**config.mk**
```make
export PLATFORM = sky130hd
export DESIGN_NAME = sf7_terminal_byte_transcoder
export DESIGN_NICKNAME = d
export VERILOG_FILES = /design/src/sv/sf7t_pkg.sv /design/src/sv/sf7_terminal_byte_transcoder.sv /design/src/sv/sf7t_front.sv /design/src/sv/sf7t_queue.sv /design/src/sv/sf7t_back.sv
export SDC_FILE = /design/constraint.sdc
export NUM_CORES = 1
export LEC_CHECK = 0
export BUFFER_PORTS_ARGS = -buffer_cell sky130_fd_sc_hd__buf_2
export CELL_PAD_IN_SITES_DETAIL_PLACEMENT = 1
export CELL_PAD_IN_SITES_GLOBAL_PLACEMENT = 1
export CORE_UTILIZATION = 47
export CTS_BUF_LIST = sky130_fd_sc_hd__clkbuf_4 sky130_fd_sc_hd__clkbuf_8
export DETAILED_ROUTE_END_ITERATION = 16
export GPL_TIMING_DRIVEN = 0
export PLACE_DENSITY_LB_ADDON = 0.1
export SYNTH_ARGS = -nofsm -noshare
export SYNTH_HDL_FRONTEND = slang
export SYNTH_SLANG_ARGS = --single-unit
```
**constraint.sdc**
```tcl
create_clock -name clk_i -period 5.18 [get_ports clk_i]
set_input_delay 1.036 -clock clk_i [delete_from_list [all_inputs] [get_ports clk_i]]
set_output_delay 1.036 -clock clk_i [all_outputs]
set_load 0.02 [all_outputs]
```
**src/sv/sf7t_pkg.sv**
```systemverilog
// ----------------------------------------------------------------------------
// sf7t_pkg
// Types, constants and lookup functions of the SF7 terminal byte transcoder.
// ----------------------------------------------------------------------------
package sf7t_pkg;

  localparam logic [7:0] BYTE_BELL  = 8'h07;
  localparam logic [7:0] BYTE_LF    = 8'h0A;
  localparam logic [7:0] BYTE_CR    = 8'h0D;
  localparam logic [7:0] BYTE_ESC   = 8'h1B;
  localparam logic [7:0] BYTE_LBRK  = 8'h5B;
  localparam logic [7:0] UTF8_LEAD  = 8'hC3;

  localparam int unsigned CfgIdxW   = 2;
  localparam int unsigned CfgDataW  = 3;

  typedef enum logic [CfgIdxW-1:0] {
    REG_CHARSET = 2'd0,
    REG_BELL    = 2'd1,
    REG_SPECIAL = 2'd2,
    REG_ROT13   = 2'd3
  } cfg_reg_e;

  typedef enum logic [2:0] {
    CS_NONE = 3'd0,
    CS_UTF8 = 3'd1,
    CS_IBM  = 3'd2,
    CS_ISO  = 3'd3,
    CS_MAC  = 3'd4
  } charset_e;

  typedef enum logic [2:0] {
    SW_RBRACE = 3'd0,
    SW_LBRACE = 3'd1,
    SW_PIPE   = 3'd2,
    SW_RBRK   = 3'd3,
    SW_LBRK   = 3'd4,
    SW_BSLASH = 3'd5,
    SW_NONE   = 3'd6
  } sw_idx_e;

  typedef struct packed {
    logic [7:0] in_byte;
    logic       string_start;
    logic       translate;
  } in_item_t;

  typedef struct packed {
    logic [7:0] first_byte;
    logic [7:0] second_byte;
    logic [1:0] byte_count;
  } out_item_t;

  typedef struct packed {
    logic [2:0] charset_mode;
    logic       bell_enable;
    logic       special_mode;
    logic       rot13_enable;
  } cfg_t;

  typedef struct packed {
    logic [7:0] data;
    logic       do_map;
    sw_idx_e    idx;
  } cls_item_t;

  typedef struct packed {
    logic full;
    logic empty;
  } q_ctl_t;

  function automatic sw_idx_e swedish_index(logic [7:0] b);
    case (b)
      8'h7D:   swedish_index = SW_RBRACE;
      8'h7B:   swedish_index = SW_LBRACE;
      8'h7C:   swedish_index = SW_PIPE;
      8'h5D:   swedish_index = SW_RBRK;
      8'h5B:   swedish_index = SW_LBRK;
      8'h5C:   swedish_index = SW_BSLASH;
      default: swedish_index = SW_NONE;
    endcase
  endfunction

  function automatic logic [7:0] utf8_second(sw_idx_e k);
    case (k)
      SW_RBRACE: utf8_second = 8'hA5;
      SW_LBRACE: utf8_second = 8'hA4;
      SW_PIPE:   utf8_second = 8'hB6;
      SW_RBRK:   utf8_second = 8'h85;
      SW_LBRK:   utf8_second = 8'h84;
      SW_BSLASH: utf8_second = 8'h96;
      default:   utf8_second = 8'h00;
    endcase
  endfunction

  function automatic logic [7:0] single_map(logic [2:0] cs, sw_idx_e k, logic [7:0] b);
    single_map = b;
    case (cs)
      CS_IBM: begin
        case (k)
          SW_RBRACE: single_map = 8'd134;
          SW_LBRACE: single_map = 8'd132;
          SW_PIPE:   single_map = 8'd148;
          SW_RBRK:   single_map = 8'd143;
          SW_LBRK:   single_map = 8'd142;
          SW_BSLASH: single_map = 8'd153;
          default:   single_map = b;
        endcase
      end
      CS_ISO: begin
        case (k)
          SW_RBRACE: single_map = 8'd229;
          SW_LBRACE: single_map = 8'd228;
          SW_PIPE:   single_map = 8'd246;
          SW_RBRK:   single_map = 8'd197;
          SW_LBRK:   single_map = 8'd196;
          SW_BSLASH: single_map = 8'd214;
          default:   single_map = b;
        endcase
      end
      CS_MAC: begin
        case (k)
          SW_RBRACE: single_map = 8'd140;
          SW_LBRACE: single_map = 8'd138;
          SW_PIPE:   single_map = 8'd154;
          SW_RBRK:   single_map = 8'd129;
          SW_LBRK:   single_map = 8'd128;
          SW_BSLASH: single_map = 8'd133;
          default:   single_map = b;
        endcase
      end
      default: single_map = b;
    endcase
  endfunction

  function automatic logic is_letter(logic [7:0] b);
    is_letter = (b inside {[8'h41:8'h5A]}) || (b inside {[8'h61:8'h7A]});
  endfunction

  function automatic logic [7:0] rot13(logic [7:0] b);
    rot13 = b;
    if ((b inside {[8'h41:8'h4D]}) || (b inside {[8'h61:8'h6D]})) begin
      rot13 = b + 8'd13;
    end else if ((b inside {[8'h4E:8'h5A]}) || (b inside {[8'h6E:8'h7A]})) begin
      rot13 = b - 8'd13;
    end
  endfunction

endpackage

```
**src/sv/sf7_terminal_byte_transcoder.sv**
```systemverilog
// ----------------------------------------------------------------------------
// sf7_terminal_byte_transcoder
// An accepted item passes from front to queue and from queue to the output
// register. Throughput: one item per cycle while out_ready_i is not held low,
// set by the combinational front classify and back map around a 2-entry queue.
// Reset clears the ANSI state, the queue, the output valid and all config
// registers; no clearing pass.
// ----------------------------------------------------------------------------
module sf7_terminal_byte_transcoder import sf7t_pkg::*; (
  input  logic                clk_i,
  input  logic                rst_ni,
  input  logic                cfg_we_i,
  input  logic [CfgIdxW-1:0]  cfg_index_i,
  input  logic [CfgDataW-1:0] cfg_data_i,
  input  in_item_t            in_item_i,
  input  logic                in_valid_i,
  output logic                in_ready_o,
  output out_item_t           out_item_o,
  output logic                out_valid_o,
  input  logic                out_ready_i
);

  cfg_t      cfg_q;
  cls_item_t push_item;
  cls_item_t head;
  q_ctl_t    q_ctl;
  logic      push;
  logic      pop;

  always_ff @(posedge clk_i or negedge rst_ni) begin
    if (!rst_ni) begin
      cfg_q <= '0;
    end else if (cfg_we_i) begin
      case (cfg_index_i)
        REG_CHARSET: cfg_q.charset_mode <= cfg_data_i;
        REG_BELL:    cfg_q.bell_enable  <= cfg_data_i[0];
        REG_SPECIAL: cfg_q.special_mode <= cfg_data_i[0];
        REG_ROT13:   cfg_q.rot13_enable <= cfg_data_i[0];
        default:     cfg_q <= cfg_q;
      endcase
    end
  end

  sf7t_front u_front (
    .clk_i      (clk_i),
    .rst_ni     (rst_ni),
    .cfg_i      (cfg_q),
    .in_item_i  (in_item_i),
    .in_valid_i (in_valid_i),
    .in_ready_o (in_ready_o),
    .q_full_i   (q_ctl.full),
    .q_push_o   (push),
    .q_item_o   (push_item)
  );

  sf7t_queue u_queue (
    .clk_i       (clk_i),
    .rst_ni      (rst_ni),
    .push_i      (push),
    .push_item_i (push_item),
    .pop_i       (pop),
    .head_o      (head),
    .ctl_o       (q_ctl)
  );

  sf7t_back u_back (
    .clk_i       (clk_i),
    .rst_ni      (rst_ni),
    .cfg_i       (cfg_q),
    .head_i      (head),
    .q_empty_i   (q_ctl.empty),
    .q_pop_o     (pop),
    .out_item_o  (out_item_o),
    .out_valid_o (out_valid_o),
    .out_ready_i (out_ready_i)
  );

endmodule

```
**src/sv/sf7t_front.sv**
```systemverilog
// ----------------------------------------------------------------------------
// sf7t_front
// Accepts input items, drops muted bells, tracks ANSI CSI state and
// classifies each byte for the back end.
// ----------------------------------------------------------------------------
module sf7t_front import sf7t_pkg::*; (
  input  logic      clk_i,
  input  logic      rst_ni,
  input  cfg_t      cfg_i,
  input  in_item_t  in_item_i,
  input  logic      in_valid_i,
  output logic      in_ready_o,
  input  logic      q_full_i,
  output logic      q_push_o,
  output cls_item_t q_item_o
);

  logic    ansi_q, ansi_d;
  logic    esc_q, esc_d;
  logic    accept;
  logic    drop;
  logic    ansi_cur, esc_cur;
  sw_idx_e idx;

  assign in_ready_o = !q_full_i;
  assign accept     = in_valid_i && in_ready_o;

  always_comb begin
    ansi_cur = in_item_i.string_start ? 1'b0 : ansi_q;
    esc_cur  = in_item_i.string_start ? 1'b0 : esc_q;
    drop     = (in_item_i.in_byte == BYTE_BELL) && !cfg_i.bell_enable && !cfg_i.special_mode;
    ansi_d   = ansi_cur;
    esc_d    = 1'b0;
    if (!drop) begin
      if (esc_cur && (in_item_i.in_byte == BYTE_LBRK)) begin
        ansi_d = 1'b1;
      end else if (ansi_cur && is_letter(in_item_i.in_byte)) begin
        ansi_d = 1'b0;
      end
      esc_d = (in_item_i.in_byte == BYTE_ESC);
    end
    idx = swedish_index(in_item_i.in_byte);
  end

  assign q_push_o        = accept && !drop;
  assign q_item_o.data   = in_item_i.in_byte;
  assign q_item_o.idx    = idx;
  assign q_item_o.do_map = in_item_i.translate && !ansi_d && (idx != SW_NONE);

  always_ff @(posedge clk_i or negedge rst_ni) begin
    if (!rst_ni) begin
      ansi_q <= 1'b0;
      esc_q  <= 1'b0;
    end else if (accept) begin
      ansi_q <= ansi_d;
      esc_q  <= esc_d;
    end
  end

endmodule

```
**src/sv/sf7t_queue.sv**
```systemverilog
// ----------------------------------------------------------------------------
// sf7t_queue
// Two-entry queue of classified items between front and back end.
// ----------------------------------------------------------------------------
module sf7t_queue import sf7t_pkg::*; (
  input  logic      clk_i,
  input  logic      rst_ni,
  input  logic      push_i,
  input  cls_item_t push_item_i,
  input  logic      pop_i,
  output cls_item_t head_o,
  output q_ctl_t    ctl_o
);

  cls_item_t  mem_q [2];
  logic       wptr_q, wptr_d;
  logic       rptr_q, rptr_d;
  logic [1:0] cnt_q, cnt_d;
  logic       do_push, do_pop;

  assign ctl_o.full  = (cnt_q == 2'd2);
  assign ctl_o.empty = (cnt_q == 2'd0);
  assign do_push     = push_i && !ctl_o.full;
  assign do_pop      = pop_i && !ctl_o.empty;
  assign head_o      = mem_q[rptr_q];

  always_comb begin
    wptr_d = do_push ? !wptr_q : wptr_q;
    rptr_d = do_pop ? !rptr_q : rptr_q;
    cnt_d  = cnt_q + {1'b0, do_push} - {1'b0, do_pop};
  end

  always_ff @(posedge clk_i or negedge rst_ni) begin
    if (!rst_ni) begin
      wptr_q <= 1'b0;
      rptr_q <= 1'b0;
      cnt_q  <= 2'd0;
    end else begin
      wptr_q <= wptr_d;
      rptr_q <= rptr_d;
      cnt_q  <= cnt_d;
    end
  end

  always_ff @(posedge clk_i) begin
    if (do_push) begin
      mem_q[wptr_q] <= push_item_i;
    end
  end

endmodule

```
**src/sv/sf7t_back.sv**
```systemverilog
// ----------------------------------------------------------------------------
// sf7t_back
// Maps classified items to output bytes (charset, CR LF, ROT13) and holds
// the result in the output register.
// ----------------------------------------------------------------------------
module sf7t_back import sf7t_pkg::*; (
  input  logic      clk_i,
  input  logic      rst_ni,
  input  cfg_t      cfg_i,
  input  cls_item_t head_i,
  input  logic      q_empty_i,
  output logic      q_pop_o,
  output out_item_t out_item_o,
  output logic      out_valid_o,
  input  logic      out_ready_i
);

  logic      valid_q, valid_d;
  out_item_t res_q, res_d;
  logic      load;
  logic [7:0] b0, b1;
  logic [1:0] cnt;

  assign load    = !q_empty_i && (!valid_q || out_ready_i);
  assign q_pop_o = load;

  always_comb begin
    b0  = head_i.data;
    b1  = 8'h00;
    cnt = 2'd1;
    if (head_i.do_map) begin
      if (cfg_i.charset_mode == CS_UTF8) begin
        b0  = UTF8_LEAD;
        b1  = utf8_second(head_i.idx);
        cnt = 2'd2;
      end else begin
        b0 = single_map(cfg_i.charset_mode, head_i.idx, head_i.data);
      end
    end
    if ((cnt == 2'd1) && (b0 == BYTE_LF)) begin
      b0  = BYTE_CR;
      b1  = BYTE_LF;
      cnt = 2'd2;
    end
    if (cfg_i.rot13_enable) begin
      b0 = rot13(b0);
      b1 = rot13(b1);
    end
    res_d.first_byte  = b0;
    res_d.second_byte = b1;
    res_d.byte_count  = cnt;
    valid_d = load ? 1'b1 : (out_ready_i ? 1'b0 : valid_q);
  end

  always_ff @(posedge clk_i or negedge rst_ni) begin
    if (!rst_ni) begin
      valid_q <= 1'b0;
    end else begin
      valid_q <= valid_d;
    end
  end

  always_ff @(posedge clk_i) begin
    if (load) begin
      res_q <= res_d;
    end
  end

  assign out_valid_o = valid_q;
  assign out_item_o  = res_q;

endmodule

```
==> results of run 1 <==
critical path: stages (launching register included):
cell and delay [ns]:
sky130_fd_sc_hd__dfrtp_1 0.39, sky130_fd_sc_hd__buf_6 0.15, sky130_fd_sc_hd__buf_6 0.14, sky130_fd_sc_hd__mux2_4 0.35, sky130_fd_sc_hd__nand4_2 0.11, sky130_fd_sc_hd__nand3_2 0.14, sky130_fd_sc_hd__a211o_1 0.34, sky130_fd_sc_hd__buf_6 0.14
sky130_fd_sc_hd__nand4bb_1 0.15, sky130_fd_sc_hd__or3_1 0.39, sky130_fd_sc_hd__buf_6 0.15, sky130_fd_sc_hd__nand2_1 0.16, sky130_fd_sc_hd__inv_1 0.09, sky130_fd_sc_hd__ha_1 0.23, sky130_fd_sc_hd__or2_2 0.30, sky130_fd_sc_hd__a2111oi_2 0.22
sky130_fd_sc_hd__mux2i_1 0.15, sky130_fd_sc_hd__and3_1 0.26, sky130_fd_sc_hd__and3_1 0.21, sky130_fd_sc_hd__or4_4 0.51
path summary, 6_finish.rpt:
kind / depth (start not counted) / endpoint / from
min: 1 / u_queue.wptr_q / u_queue.wptr_q
max: 19 / u_back.out_item_o[11] / u_queue.rptr_q
max reg2reg: 19 / u_back.out_item_o[11] / u_queue.rptr_q
min reg2reg: 1 / u_queue.wptr_q / u_queue.wptr_q
min in group asynchronous: 1 / cfg_q[0] / rst_ni
max in group asynchronous: 1 / cfg_q[3] / rst_ni
per-layer routing:
layer / global-route usage (%) / vias to the layer above
li1: - / 1220
met1: 26.1 / 1259
met2: 40.3 / 55
met3: 3.64 / 14
met4: 8.32 / 0
met5: 0 / -
through the flow:
stage | setup WS [ns] | utilization [%] | total power, µW | instances | instance area (µm²)
CTS | 0.173 | 56.0 | 2020 | 425 | 3610
finish | 0.328 | 56.2 | 2030 | 425 | 3630
global route | 0.126 | 56.2 | 2160 | 425 | 3630
floorplan | 0.696 | - | 1480 | 301 | 3210
global placement | 0.317 | 54.1 | 1710 | 416 | 3500
detailed placement | 0.186 | 54.4 | 1760 | 417 | 3510
cell type report:
type | count | area share (%)
Buffer | 10 | 2.38
Clock buffer | 6 | 2.27
Clock inverter | 2 | 0.482
Inverter | 10 | 1.03
Multi-Input combinational cell | 228 | 43.5
Sequential cell | 53 | 42.0
Tap cell | 77 | 2.65
Timing Repair Buffer | 39 | 5.65
timing repair:
| item | 4_1_cts | 5_1_grt |
|---|---|---|
| setup endpoints to repair | 0 | 2 |
| setup buffers | 0 | 0 |
| gates resized for setup | 0 | 5 |
synthesized netlist by cell type, types with 3 or more instances:
cell	n	share of area (%)
sky130_fd_sc_hd__a31oi_1	5	0.97
sky130_fd_sc_hd__nand3_1	8	1.2
sky130_fd_sc_hd__dfrtp_1	13	10
sky130_fd_sc_hd__nand2b_1	5	0.97
sky130_fd_sc_hd__mux2_2	9	3.2
sky130_fd_sc_hd__nor3_1	7	1.1
sky130_fd_sc_hd__nor2b_1	7	1.4
sky130_fd_sc_hd__edfxtp_1	40	37
sky130_fd_sc_hd__a22o_1	4	1.1
sky130_fd_sc_hd__o21ai_0	13	2.0
sky130_fd_sc_hd__xor2_1	4	1.1
sky130_fd_sc_hd__a211oi_1	3	0.70
sky130_fd_sc_hd__mux2i_1	12	3.7
sky130_fd_sc_hd__nand2_1	33	3.9
sky130_fd_sc_hd__buf_6	5	1.8
sky130_fd_sc_hd__or3_1	3	0.58
sky130_fd_sc_hd__inv_1	10	1.2
sky130_fd_sc_hd__buf_2	3	0.47
sky130_fd_sc_hd__nor2_1	23	2.7
sky130_fd_sc_hd__o211ai_1	4	0.94
sky130_fd_sc_hd__a21oi_1	13	2.0
sky130_fd_sc_hd__and2_1	5	0.97
sky130_fd_sc_hd__nand4_1	7	1.4
sky130_fd_sc_hd__a21o_1	3	0.70
sky130_fd_sc_hd__a21boi_0	3	0.70
sky130_fd_sc_hd__xnor2_1	5	1.4
sky130_fd_sc_hd__ha_1	6	2.3
cell families after synthesis:
family          after synthesis  share of synthesized area [%]
compound gates               71                           16.0
simple gates                118                           20.0
xor+xnor                      9                           2.46
flops                        53                           47.6
fa+ha+maj                     6                           2.34
other cells                   1                          0.117
mux                          23                           7.72
buf+inv                      20                           3.86
sequential cells by signal (all words and copies together), names as in the netlist, 2 cells and up:
register           count
u_queue.cnt_q          2
u_back.out_item_o     16
cfg_q                  6
u_queue.mem_q         24
report_power, final:
group / internal (µW) / switching [µW]
Sequential: 618 / 52.5
Combinational: 437 / 668
Clock: 111 / 145
Total: 1170 / 866
==> impl_summary.log, run 1 <==
INFO  metric clk_pin_slew = 0.10 ns
INFO  metric drt-met1-wl = 3320 µm
INFO  metric routed_wirelength = 7590 µm
INFO  metric first_pass_iters = 6
INFO  metric initial_util = 49.7%
INFO  metric cts_buffers = 5
INFO  metric clock_tree_from_tritoncts = done
INFO  metric timing.max_cap.violations = 0
INFO  metric clock_tree.buffer_depth = 2
INFO  metric route.met2.wl = 3840 µm
INFO  metric yosys_most_used_dff = sky130_fd_sc_hd__edfxtp_1
INFO  metric layout.cells.most_common_list = sky130_fd_sc_hd__buf_2, sky130_fd_sc_hd__edfxtp_1, sky130_fd_sc_hd__nand2_1, sky130_fd_sc_hd__nor2_1
INFO  metric worst_hold_slack = 0.500 ns
INFO  metric p_leak = 0.00147 µW
INFO  metric finalSetupViolations = 0
INFO  metric flip_flop_and_latch_count_after_synthesis = 53
INFO  metric cts_hold_buf = 0
INFO  metric mostFrequentLayoutCell = sky130_fd_sc_hd__buf_2
INFO  metric core_area = 0.00646 mm²
INFO  metric drive_above_1_share = 24.4%
INFO  metric max_slew.worst_pin.slew = 1.14 ns
INFO  metric synth_edf_count = 40
INFO  metric final_hold_viol_count = 0
INFO  metric run_status = complete, no violations
INFO  metric synth.cell_area = 0.00321 mm²
INFO  metric detailedRoute.firstIterationViolations = 110
INFO  metric postSynthCellCount = 301
INFO  metric min_path_type = flop to flop
INFO  metric multi_input_logic_area = 0.00158 mm²
INFO  metric vias_in_the_first_global_route = 2552
INFO  metric io_pins = 40
INFO  metric globalRouteOverflowTotal = 0
INFO  metric post_drt_via_cell_ratio = 6.00
INFO  metric route.detailed.drc = 0
INFO  metric routabilityCongestion = 0.835
INFO  metric seqCellArea = 0.00153 mm²
INFO  metric clk_latency = 0.31 ns
INFO  metric filler_cell_count = 728
INFO  metric clk_root_buffer_cell = sky130_fd_sc_hd__clkbuf_8
INFO  metric power-per-cell-area = 560 mW/mm²
INFO  metric met3_wirelength = 252 µm
INFO  metric rsz0062_at_grt = false
INFO  metric number_of_antenna_repair_diodes = 0
INFO  metric place_hpwl = 5770 µm
INFO  metric worstSetupPathType = flop to flop
INFO  metric final.min_clock_period = 4.85 ns
INFO  metric cts_max_level = 2
INFO  metric die_width = 84.6 µm
INFO  metric global_route_wire_length_before_repair = 12400 µm
INFO  metric floorplan.rows = 29
INFO  metric worstSetupStartpointType = flop
INFO  metric fin_crit_sh = 93.7%
INFO  metric route.antenna.remaining_nets = 0
INFO  metric fin_worst_skew = 0.00701 ns
INFO  metric antenna_found_initial = 0
INFO  metric cts_num_sinks = 53
INFO  metric data_arrival_time_at_the_worst_slack_endpoint = 4.91 ns
INFO  metric yosysWarnings = 0
INFO  metric critical_path_peak_fanout = 10
INFO  metric peakVddDrop = 0.264 mV
INFO  metric maxSlewViolCount = 0
INFO  metric syn-mean-instance-area = 10.7 µm²
INFO  metric wl_per_cell = 17.9 µm
INFO  metric dieArea = 0.00716 mm²
INFO  metric remaining_max_slew_budget_at_the_tightest_pin = 23.5%
INFO  metric port_buffers = 38
INFO  metric grt_start_max_net_pins = 18
INFO  metric synth.net_count = 327
INFO  metric timing.critical_path.required = 5.24 ns
INFO  metric peak_clock_frequency_supported_by_timing = 206 MHz
INFO  metric asyncSetResetFlopFracSynth = 24.5%
INFO  metric ys_types = 66
INFO  metric top_layer = met4
INFO  metric rrSetupSlack = 0.33 ns
INFO  metric overall_global_routing_usage = 22.1%
INFO  metric fin_tns_setup = 0 ns
INFO  metric num_vias = 2548
INFO  metric area_delta_synth_final = 13.2%
INFO  metric endpoint_kind = flop
INFO  metric layout.nets = 373
INFO  metric part_of_the_yosys_area_used_for_sequential_elements = 47.6%
INFO  metric vertical_die_dimension = 84.6 µm
Power figures use the tool's default switching activity.
==> run 2, diff against run 1 <==
--- a/config.mk
+++ b/config.mk
@@ -5,10 +5,11 @@
 export SDC_FILE = /design/constraint.sdc
 export NUM_CORES = 1
 export LEC_CHECK = 0
+export ABC_AREA = 1
 export BUFFER_PORTS_ARGS = -buffer_cell sky130_fd_sc_hd__buf_2
 export CELL_PAD_IN_SITES_DETAIL_PLACEMENT = 1
 export CELL_PAD_IN_SITES_GLOBAL_PLACEMENT = 1
-export CORE_UTILIZATION = 47
+export CORE_UTILIZATION = 45
 export CTS_BUF_LIST = sky130_fd_sc_hd__clkbuf_4 sky130_fd_sc_hd__clkbuf_8
 export DETAILED_ROUTE_END_ITERATION = 16
 export GPL_TIMING_DRIVEN = 0
==> run 2 against run 1 <==
The run now ends with design-rule violations left. Count of clock-buffer cells in the layout shrank 1. Via count is 2.3% lower. Clock skew down 0.0043 ns. Synthesized cell count up 20%. Fmax up 46%. Sequential share of layout area up 1.7 points. Flip-flop and latch count is the same. Cell count up 14%. Wire length fell by 11%. Hold slack improved by 0.0046 ns. Highest routed layer unchanged.
==> impl_summary.log, run 2 <==
INFO  metric final.min_clock_period = 3.33 ns (was 4.85 ns)
INFO  metric dpl_cell_area = 0.00340 mm² (was 0.00351 mm²)
INFO  metric fin_tns_setup = 0 ns (unchanged)
INFO  metric synthTopCellsByCount = sky130_fd_sc_hd__nand2_1, sky130_fd_sc_hd__inv_1, sky130_fd_sc_hd__edfxtp_1 (was sky130_fd_sc_hd__edfxtp_1, sky130_fd_sc_hd__nand2_1, sky130_fd_sc_hd__nor2_1)
INFO  metric layout.nets = 434 (was 373)
INFO  metric grt_start_max_net_pins = 18 (unchanged)
INFO  metric peak_clock_frequency_supported_by_timing = 300 MHz (was 206 MHz)
INFO  metric vias_in_the_first_global_route = 2550 (was 2552)
INFO  metric clock_tree.buffer_depth = 2 (unchanged)
INFO  metric fin_crit_sh = 64.2% (was 93.7%)
INFO  metric post_synthesis_share_of_cell_area_spent_on_xor_and_xnor_gates = 1.42% (was 2.46%)
INFO  metric yosysTopAreaCell = sky130_fd_sc_hd__edfxtp_1 (unchanged)
INFO  metric worstSetupPathType = flop to flop (unchanged)
INFO  metric multi_input_logic_area = 0.00132 mm² (was 0.00158 mm²)
INFO  metric slowest_stage_delay_cp = 0.40 ns (was 0.51 ns)
INFO  metric whs_path_depth = 2 (was 1)
INFO  metric main_combinational_cell_family_by_area_after_synthesis = simple AND/OR/NAND/NOR gates (unchanged)
INFO  metric post_cts_buffers = 0 (unchanged)
INFO  metric drive_above_1_share = 21.5% (was 24.4%)
INFO  metric global_route_wire_length_before_repair = 11500 µm (was 12400 µm)
INFO  metric p_leak = 0.00170 µW (was 0.00147 µW)
INFO  metric route.antenna.remaining_nets = 0 (unchanged)
INFO  metric port_buffers = 38 (unchanged)
INFO  metric clk_pin_slew = 0.10 ns (about the same)
INFO  metric asyncSetResetFlopFracSynth = 24.5% (unchanged)
INFO  metric flip_flop_and_latch_count_after_synthesis = 53 (unchanged)
INFO  metric globalRouteOverflowTotal = 0 (unchanged)
INFO  metric part_of_the_yosys_area_used_for_sequential_elements = 49.4% (was 47.6%)
INFO  metric layout.cells.most_common_list = sky130_fd_sc_hd__nand2_1, sky130_fd_sc_hd__inv_1, sky130_fd_sc_hd__edfxtp_1, sky130_fd_sc_hd__buf_2, sky130_fd_sc_hd__nor2_1 (was sky130_fd_sc_hd__buf_2, sky130_fd_sc_hd__edfxtp_1, sky130_fd_sc_hd__nand2_1, sky130_fd_sc_hd__nor2_1)
INFO  metric post_drt_via_cell_ratio = 5.12 (was 6.00)
INFO  metric num_vias = 2490 (was 2548)
INFO  metric io_pins = 40 (unchanged)
INFO  metric yosys_most_used_dff = sky130_fd_sc_hd__edfxtp_1 (unchanged)
INFO  metric synth_compound_area_share = 6.92% (was 16.0%)
INFO  metric place_hpwl = 5490 µm (was 5770 µm)
INFO  metric initial_util = 47.6% (was 49.7%)
INFO  metric synth_simple_gate_area_share = 29.7% (was 20.0%)
INFO  metric overall_global_routing_usage = 20.4% (was 22.1%)
INFO  metric clk_root_buffer_cell = sky130_fd_sc_hd__clkbuf_8 (unchanged)
INFO  metric fin_worst_skew = 0.00272 ns (was 0.00701 ns)
INFO  metric power-per-cell-area = 580 mW/mm² (was 560 mW/mm²)
INFO  metric vertical_die_dimension = 84.9 µm (was 84.6 µm)
INFO  metric postSynthCellCount = 362 (was 301)
INFO  metric maxSlewViolCount = 0 (unchanged)
INFO  metric min_path_type = flop to flop (unchanged)
INFO  metric synth.mux.area_fraction = 1.94% (was 7.72%)
INFO  metric cts_buffers = 5 (unchanged)
INFO  metric detailedRoute.firstIterationViolations = 86 (was 110)
INFO  metric clock_tree_from_tritoncts = done (unchanged)
INFO  metric first_pass_iters = 12 (was 6)
INFO  metric synth_area_leaders = sky130_fd_sc_hd__edfxtp_1, sky130_fd_sc_hd__nand2_1, sky130_fd_sc_hd__dfrtp_1 (was sky130_fd_sc_hd__edfxtp_1, sky130_fd_sc_hd__dfrtp_1, sky130_fd_sc_hd__nand2_1)
INFO  metric cts_max_level = 2 (unchanged)
INFO  metric endpoint_kind = flop (unchanged)
INFO  metric die_width = 84.9 µm (was 84.6 µm)
INFO  metric number_of_antenna_repair_diodes = 0 (unchanged)
INFO  metric synth.cell_area = 0.00309 mm² (was 0.00321 mm²)
INFO  metric yosysWarnings = 0 (unchanged)
INFO  metric timing.critical_path.cells = buf_6 -> o21ai_2 -> inv_1 -> nor2_4 -> inv_1 -> nand4_2 -> nor2_1 -> nand3_1 -> nor2_2 -> nand3_2 -> inv_1 -> nor2_2 -> ha_1 -> inv_1 -> o21ai_0 -> nand3b_1 -> nand2_2 -> nand2_1 -> nand2_2 -> inv_2 -> o21ai_1 -> inv_1 (was buf_6 -> buf_6 -> mux2_4 -> nand4_2 -> nand3_2 -> a211o_1 -> buf_6 -> nand4bb_1 -> or3_1 -> buf_6 -> nand2_1 -> inv_1 -> ha_1 -> or2_2 -> a2111oi_2 -> mux2i_1 -> and3_1 -> and3_1 -> or4_4)
INFO  metric peakVddDrop = 0.287 mV (was 0.264 mV)
INFO  metric synth_edf_count = 40 (unchanged)
INFO  metric ys_types = 43 (was 66)
INFO  metric dieArea = 0.00721 mm² (was 0.00716 mm²)
INFO  metric cpMaxStageDelayCell = sky130_fd_sc_hd__o21ai_2 (was sky130_fd_sc_hd__or4_4)
INFO  metric run_status = finished with violations (was complete, no violations)
INFO  metric synth-adder-area-share = 2.43% (was 2.34%)
INFO  metric max_slew.worst_pin.slew = 1.05 ns (was 1.14 ns)
INFO  metric remaining_max_slew_budget_at_the_tightest_pin = 29.7% (was 23.5%)
INFO  metric max_reg_flops = 24 (unchanged)
INFO  metric final_hold_viol_count = 0 (unchanged)
INFO  metric worst-r2r-cell-count = 22 (was 19)
INFO  metric yosys.area.top_type_share = 38.9% (was 37.4%)
INFO  metric cts_hold_buf = 0 (unchanged)
INFO  metric clk_latency = 0.30 ns (was 0.31 ns)
INFO  metric route.detailed.drc = 1 (was 0)
INFO  metric routed_wirelength = 6760 µm (was 7590 µm)
INFO  metric antenna_found_initial = 0 (unchanged)
INFO  metric cts_resized = 0 (unchanged)
INFO  metric synth.most_common_cell = sky130_fd_sc_hd__nand2_1 (was sky130_fd_sc_hd__edfxtp_1)
INFO  metric synth.net_count = 388 (was 327)
INFO  metric timing.critical_path.required = 5.25 ns (was 5.24 ns)
INFO  metric failed_checks = design-rule violations
INFO  metric timing.max_cap.violations = 0 (unchanged)
INFO  metric rsz0062_at_grt = false (unchanged)
INFO  metric seqCellArea = 0.00153 mm² (unchanged)
INFO  metric critPathMostFrequentCell = sky130_fd_sc_hd__inv_1 (was sky130_fd_sc_hd__buf_6)
INFO  metric final_cell_area = 0.00349 mm² (was 0.00363 mm²)
INFO  metric filler_cell_count = 821 (was 728)
INFO  metric wl_per_cell = 13.9 µm (was 17.9 µm)
INFO  metric floorplan.rows = 29 (unchanged)
INFO  metric critical_path_peak_fanout = 10 (unchanged)
INFO  metric finalSetupViolations = 0 (unchanged)
INFO  metric worstSetupStartpointType = flop (unchanged)
INFO  metric data_arrival_time_at_the_worst_slack_endpoint = 3.40 ns (was 4.91 ns)
INFO  metric report.power.total = 2020 µW (was 2030 µW)
INFO  metric syn-mean-instance-area = 8.54 µm² (was 10.7 µm²)
INFO  metric area_delta_synth_final = 12.8% (was 13.2%)
INFO  metric core_area = 0.00649 mm² (was 0.00646 mm²)
INFO  metric cts_num_sinks = 53 (unchanged)
INFO  metric mostFrequentLayoutCell = sky130_fd_sc_hd__nand2_1 (was sky130_fd_sc_hd__buf_2)
INFO  metric top_register = u_queue.mem_q (unchanged)
INFO  metric routabilityCongestion = 0.790 (was 0.835)
run 2: cell count changes after synthesis, moves of 8 or more:
cell                      previous run  this run
sky130_fd_sc_hd__inv_1              10        50
sky130_fd_sc_hd__nand2_2             0        12
sky130_fd_sc_hd__nand3_1             8        27
sky130_fd_sc_hd__mux2_2              9         0
sky130_fd_sc_hd__nor2_1             23        31
sky130_fd_sc_hd__nand2_1            33        94
run 2: report_power, final:
part / switching (µW) / internal (µW)
combinational: 754 / 373
clock: 138 / 96.2
sequential: 38.2 / 624
total: 930 / 1090
run 2: cell families after synthesis:
logic type               Yosys count
buffers and inverters             59
multiplexers                       6
XOR/XNOR                           5
AO/OA/AOI/OAI                     37
other                              1
AND/OR/NAND/NOR                  195
flip-flops                        53
adder cells (fa/ha/maj)            6
run 2: final cells by class:
type / instances / share of cell area, %
Inverter: 55 / 6.10
Buffer: 4 / 1.08
Tap cell: 77 / 2.76
Clock buffer: 5 / 1.97
Multi-Input combinational cell: 250 / 37.8
Clock inverter: 3 / 0.610
Sequential cell: 53 / 43.8
Timing Repair Buffer: 39 / 5.88
run 2: path summary, 6_finish.rpt:
kind,startpoint,end,slack (ns)
max,u_queue.rptr_q,u_back.out_item_o[11],1.85
min,u_front.ansi_q,u_front.ansi_q,0.50
max reg2reg,u_queue.rptr_q,u_back.out_item_o[11],1.85
min reg2reg,u_front.ansi_q,u_front.ansi_q,0.50
max in group asynchronous,rst_ni,cfg_q[5],4.31
min in group asynchronous,rst_ni,u_back.out_valid_o,0.62
run 2: layer usage:
metal,vias up,wire length (µm),global-route usage (%)
met2,40,3530,39.0
li1,1269,-,-
met3,6,177,2.53
met1,1175,2970,23.9
met4,0,79,6.16
met5,-,0,0
run 2: critical path, delay by kind of cell (launching register included):
| family | cells | cell delay, ns |
|---|---|---|
| AO/OA/AOI/OAI | 3 | 0.67 |
| adder cells (fa/ha/maj) | 1 | 0.17 |
| buffers and inverters | 7 | 0.71 |
| flip-flops | 1 | 0.39 |
| AND/OR/NAND/NOR | 11 | 1.16 |
run 2: per-stage QoR:
step                hold WS, ns  setup WS (ns)  util, %  instances
detailed placement        0.481           1.86     52.3        478
global route              0.520           1.43     53.7        486
finish                    0.504           1.85     53.7        486
global placement          0.462           1.48     52.0        477
CTS                       0.506           1.83     53.7        486
floorplan                 0.443           2.23        -        362
==> run 3, diff against run 2 <==
--- a/config.mk
+++ b/config.mk
@@ -9,7 +9,7 @@
 export BUFFER_PORTS_ARGS = -buffer_cell sky130_fd_sc_hd__buf_2
 export CELL_PAD_IN_SITES_DETAIL_PLACEMENT = 1
 export CELL_PAD_IN_SITES_GLOBAL_PLACEMENT = 1
-export CORE_UTILIZATION = 45
+export CORE_UTILIZATION = 41
 export CTS_BUF_LIST = sky130_fd_sc_hd__clkbuf_4 sky130_fd_sc_hd__clkbuf_8
 export DETAILED_ROUTE_END_ITERATION = 16
 export GPL_TIMING_DRIVEN = 0
==> constraint.sdc (replaced) <==
create_clock -name clk_i -period 2.7 [get_ports clk_i]
set_input_delay 0.54 -clock clk_i [delete_from_list [all_inputs] [get_ports clk_i]]
set_output_delay 0.54 -clock clk_i [all_outputs]
set_load 0.02 [all_outputs]
==> run 3 against run 2 <==
Critical endpoint unchanged. The run ends with negative setup slack left. Largest cell class is now multi-input combinational cells. Cell count up 14%. Combinational power grew to 3.1 times the previous value. Hold slack got worse by 0.41 ns. Sequential power is 95% higher. Non-clock buffer count increased by 46. Clock power is 110% higher.
==> impl_summary.log, run 3 (synthesis gave the netlist of run 2 again) <==
INFO  metric port_buffers = 38 (unchanged)
INFO  metric routed_wirelength = 9190 µm (was 6760 µm)
INFO  metric wl_per_cell = 16.6 µm (was 13.9 µm)
INFO  metric layout.cells.most_common_list = sky130_fd_sc_hd__nand2_1, sky130_fd_sc_hd__inv_1, sky130_fd_sc_hd__buf_4, sky130_fd_sc_hd__edfxtp_1, sky130_fd_sc_hd__buf_2 (was sky130_fd_sc_hd__nand2_1, sky130_fd_sc_hd__inv_1, sky130_fd_sc_hd__edfxtp_1, sky130_fd_sc_hd__buf_2, sky130_fd_sc_hd__nor2_1)
INFO  metric place_hpwl = 5500 µm (was 5490 µm)
INFO  metric pwr-share-clk = 9.3% (was 11.6%)
INFO  metric setup.worst_path.end = u_back.out_item_o[11] (unchanged)
INFO  metric critical_path.n_buffers_inverters = 8 (was 7)
INFO  metric first_pass_iters = 4 (was 12)
INFO  metric timing.max_cap.violations = 0 (unchanged)
INFO  metric pwr-share-comb = 66.0% (was 55.7%)
INFO  metric power_report.internal_total = 2800 µW (was 1090 µW)
INFO  metric area_delta_synth_final = 39.2% (was 12.8%)
INFO  metric overall_global_routing_usage = 23.6% (was 20.4%)
INFO  metric max_slew.worst_pin.slew = 1.10 ns (was 1.05 ns)
INFO  metric timing.critical_path.cells = buf_6 -> buf_12 -> buf_6 -> mux2i_2 -> a21oi_2 -> o21ai_4 -> nand2_2 -> inv_2 -> nand2_4 -> nor2_4 -> nand3_4 -> inv_4 -> nor2_4 -> ha_4 -> inv_4 -> nand2_1 -> o21ai_1 -> nand3b_1 -> nand2_2 -> nand2_2 -> nand2_2 -> inv_2 -> o21ai_2 -> inv_1 (was buf_6 -> o21ai_2 -> inv_1 -> nor2_4 -> inv_1 -> nand4_2 -> nor2_1 -> nand3_1 -> nor2_2 -> nand3_2 -> inv_1 -> nor2_2 -> ha_1 -> inv_1 -> o21ai_0 -> nand3b_1 -> nand2_2 -> nand2_1 -> nand2_2 -> inv_2 -> o21ai_1 -> inv_1)
INFO  metric cts_max_level = 2 (unchanged)
INFO  metric clk_root_buffer_cell = sky130_fd_sc_hd__clkbuf_8 (unchanged)
INFO  metric post_drt_via_cell_ratio = 4.98 (was 5.12)
INFO  metric final_cell_area = 0.00430 mm² (was 0.00349 mm²)
INFO  metric route.met2.wl = 5060 µm (was 3530 µm)
INFO  metric vias_in_the_first_global_route = 2775 (was 2550)
INFO  metric dpl_cell_area = 0.00348 mm² (was 0.00340 mm²)
INFO  metric mostFrequentLayoutCell = sky130_fd_sc_hd__nand2_1 (unchanged)
INFO  metric floorplan.rows = 31 (was 29)
INFO  metric cpMaxStageDelayCell = sky130_fd_sc_hd__dfrtp_1 (was sky130_fd_sc_hd__o21ai_2)
INFO  metric report.power.total = 5240 µW (was 2020 µW)
INFO  metric initial_util = 42.6% (was 47.6%)
INFO  metric cp_top_family = simple AND/OR/NAND/NOR gates (unchanged)
INFO  metric worst_setup_path_startpoint = u_queue.rptr_q (unchanged)
INFO  metric grt_start_max_net_pins = 17 (was 18)
INFO  metric worstReg2RegStart = u_queue.rptr_q (unchanged)
INFO  metric fin_worst_skew = 0.0109 ns (was 0.00272 ns)
INFO  metric multi_input_logic_area = 0.00170 mm² (was 0.00132 mm²)
INFO  metric worst_hold_slack = 0.0908 ns (was 0.504 ns)
INFO  metric path_depth = 24 (was 22)
INFO  metric top_register = u_queue.mem_q (unchanged)
INFO  metric max_reg_flops = 24 (unchanged)
INFO  metric die_width = 88.8 µm (was 84.9 µm)
INFO  metric routabilityCongestion = 0.810 (was 0.790)
INFO  metric critical_path_peak_fanout = 6 (was 10)
INFO  metric clk_latency = 0.32 ns (was 0.30 ns)
INFO  metric run_status = finished with violations (unchanged)
INFO  metric post-route-worst-setup-slack = -0.498 ns (was 1.85 ns)
INFO  metric cts_num_sinks = 53 (unchanged)
INFO  metric p_leak = 0.00200 µW (was 0.00170 µW)
INFO  metric number_of_antenna_repair_diodes = 0 (unchanged)
INFO  metric antenna_found_initial = 0 (unchanged)
INFO  metric route.detailed.drc = 0 (was 1)
INFO  metric core_area = 0.00725 mm² (was 0.00649 mm²)
INFO  metric cts_hold_buf = 0 (unchanged)
INFO  metric clk_pin_slew = 0.11 ns (was 0.10 ns)
INFO  metric top_layer = met4 (unchanged)
INFO  metric final_hold_viol_count = 0 (unchanged)
INFO  metric maxSlewViolCount = 0 (unchanged)
INFO  metric rrSetupSlack = -0.50 ns (was 1.85 ns)
INFO  metric dieArea = 0.00789 mm² (was 0.00721 mm²)
INFO  metric peak_clock_frequency_supported_by_timing = 313 MHz (was 300 MHz)
INFO  metric worstSetupStartpointType = flop (unchanged)
INFO  metric fin_tns_setup = -2.80 ns (was 0 ns)
INFO  metric min_path_type = input pin to asynchronous set/reset pin (was flop to flop)
INFO  metric critPathMostFrequentCell = sky130_fd_sc_hd__nand2_2 (was sky130_fd_sc_hd__inv_1)
INFO  metric detailedRoute.firstIterationViolations = 92 (was 86)
INFO  metric rsz0062_at_grt = true (was false)
INFO  metric drt-met1-wl = 3710 µm (was 2970 µm)
INFO  metric filler_cell_count = 859 (was 821)
INFO  metric finalSetupViolations = 6 (was 0)
INFO  metric endpoint_kind = flop (unchanged)
INFO  metric fin_crit_sh = 118% (was 64.2%)
INFO  metric route.antenna.remaining_nets = 0 (unchanged)
INFO  metric layout.nets = 480 (was 434)
INFO  metric power-per-cell-area = 1220 mW/mm² (was 580 mW/mm²)
INFO  metric timing.critical_path.required = 2.79 ns (was 5.25 ns)
INFO  metric data_arrival_time_at_the_worst_slack_endpoint = 3.29 ns (was 3.40 ns)
INFO  metric met3_wirelength = 202 µm (was 177 µm)
INFO  metric failed_checks = negative setup slack (was design-rule violations)
INFO  metric peakVddDrop = 0.430 mV (was 0.287 mV)
INFO  metric drive_above_1_share = 41.8% (was 21.5%)
INFO  metric worstSetupPathType = flop to flop (unchanged)
INFO  metric critical_path.reg2reg.endpoint = u_back.out_item_o[11] (unchanged)
INFO  metric cts_buffers = 5 (unchanged)
INFO  metric globalRouteOverflowTotal = 0 (unchanged)
INFO  metric clock_tree_from_tritoncts = done (unchanged)
INFO  metric worst-r2r-cell-count = 24 (was 22)
INFO  metric seqCellArea = 0.00153 mm² (unchanged)
INFO  metric final.min_clock_period = 3.20 ns (was 3.33 ns)
INFO  metric power.switching_fraction = 46.5% (was 46.0%)
INFO  metric num_vias = 2759 (was 2490)
INFO  metric clock_tree.buffer_depth = 2 (unchanged)
INFO  metric netSwitchingPower = 2440 µW (was 930 µW)
INFO  metric io_pins = 40 (unchanged)
INFO  metric slowest_stage_delay_cp = 0.39 ns (was 0.40 ns)
INFO  metric placed_cells = 500 (was 478)
INFO  metric vertical_die_dimension = 88.8 µm (was 84.9 µm)
INFO  metric remaining_max_slew_budget_at_the_tightest_pin = 26.1% (was 29.7%)
INFO  metric power.share.sequential = 24.6% (was 32.7%)
INFO  metric global_route_wire_length_before_repair = 13500 µm (was 11500 µm)
INFO  metric finish.cell_count_without_fillers = 554 (was 486)
run 3: area by class of cell:
| class | count | share of cell area (%) |
|---|---|---|
| Tap cell | 99 | 2.88 |
| Multi-Input combinational cell | 250 | 39.5 |
| Sequential cell | 53 | 35.5 |
| Inverter | 55 | 5.38 |
| Clock buffer | 6 | 1.92 |
| Timing Repair Buffer | 85 | 13.4 |
| Clock inverter | 2 | 0.320 |
| Buffer | 4 | 1.08 |
run 3: worst register-to-register path, cell delays in order (launching register included):
cell and delay [ns]:
sky130_fd_sc_hd__dfrtp_1 0.39, sky130_fd_sc_hd__buf_6 0.17, sky130_fd_sc_hd__buf_12 0.14, sky130_fd_sc_hd__buf_6 0.12, sky130_fd_sc_hd__mux2i_2 0.29, sky130_fd_sc_hd__a21oi_2 0.11
sky130_fd_sc_hd__o21ai_4 0.08, sky130_fd_sc_hd__nand2_2 0.09, sky130_fd_sc_hd__inv_2 0.10, sky130_fd_sc_hd__nand2_4 0.06, sky130_fd_sc_hd__nor2_4 0.12, sky130_fd_sc_hd__nand3_4 0.12
sky130_fd_sc_hd__inv_4 0.09, sky130_fd_sc_hd__nor2_4 0.05, sky130_fd_sc_hd__ha_4 0.17, sky130_fd_sc_hd__inv_4 0.06, sky130_fd_sc_hd__nand2_1 0.05, sky130_fd_sc_hd__o21ai_1 0.09
sky130_fd_sc_hd__nand3b_1 0.12, sky130_fd_sc_hd__nand2_2 0.15, sky130_fd_sc_hd__nand2_2 0.07, sky130_fd_sc_hd__nand2_2 0.09, sky130_fd_sc_hd__inv_2 0.07, sky130_fd_sc_hd__o21ai_2 0.11
sky130_fd_sc_hd__inv_1 0.04
run 3: power by group through the flow:
stage	Clock, µW	Combinational, µW	Sequential, µW
2_1_floorplan	0	1560	1440
3_3_place_gp	0	2200	1290
3_5_place_dp	0	2270	1290
4_1_cts	490	2960	1290
5_1_grt	520	3740	1320
6_report	490	3460	1290
run 3: how the worst min path moves through the flow:
| stage | to | slack, ns |
|---|---|---|
| after global routing | cfg_q[4] | 0.11 |
| after global placement | cfg_q[4] | 0.45 |
| after floorplan | cfg_q[0] | 0.24 |
| after detailed placement | cfg_q[0] | 0.45 |
| after CTS | u_back.out_valid_o | 0.1 |
| final | cfg_q[0] | 0.09 |
run 3: repair_timing:
action                     4_1_cts  5_1_grt
cloned                           1        0
pin swaps                       29       32
setup endpoints to repair        6        6
gates resized for setup         55       38
buffers inserted                33       12
run 3: metal layers:
metal	global-route usage, %	up-vias
li1	-	1367
met1	27.0	1335
met2	44.5	43
met3	4.01	14
met4	7.48	0
met5	0	-
run 3: stage by stage:
stage / setup slack, ns / utilization [%]
CTS: -0.340 / 56.0
detailed placement: -0.585 / 48.0
finish: -0.498 / 59.3
global route: -0.692 / 59.3
global placement: -0.547 / 47.7
floorplan: -0.0893 / -
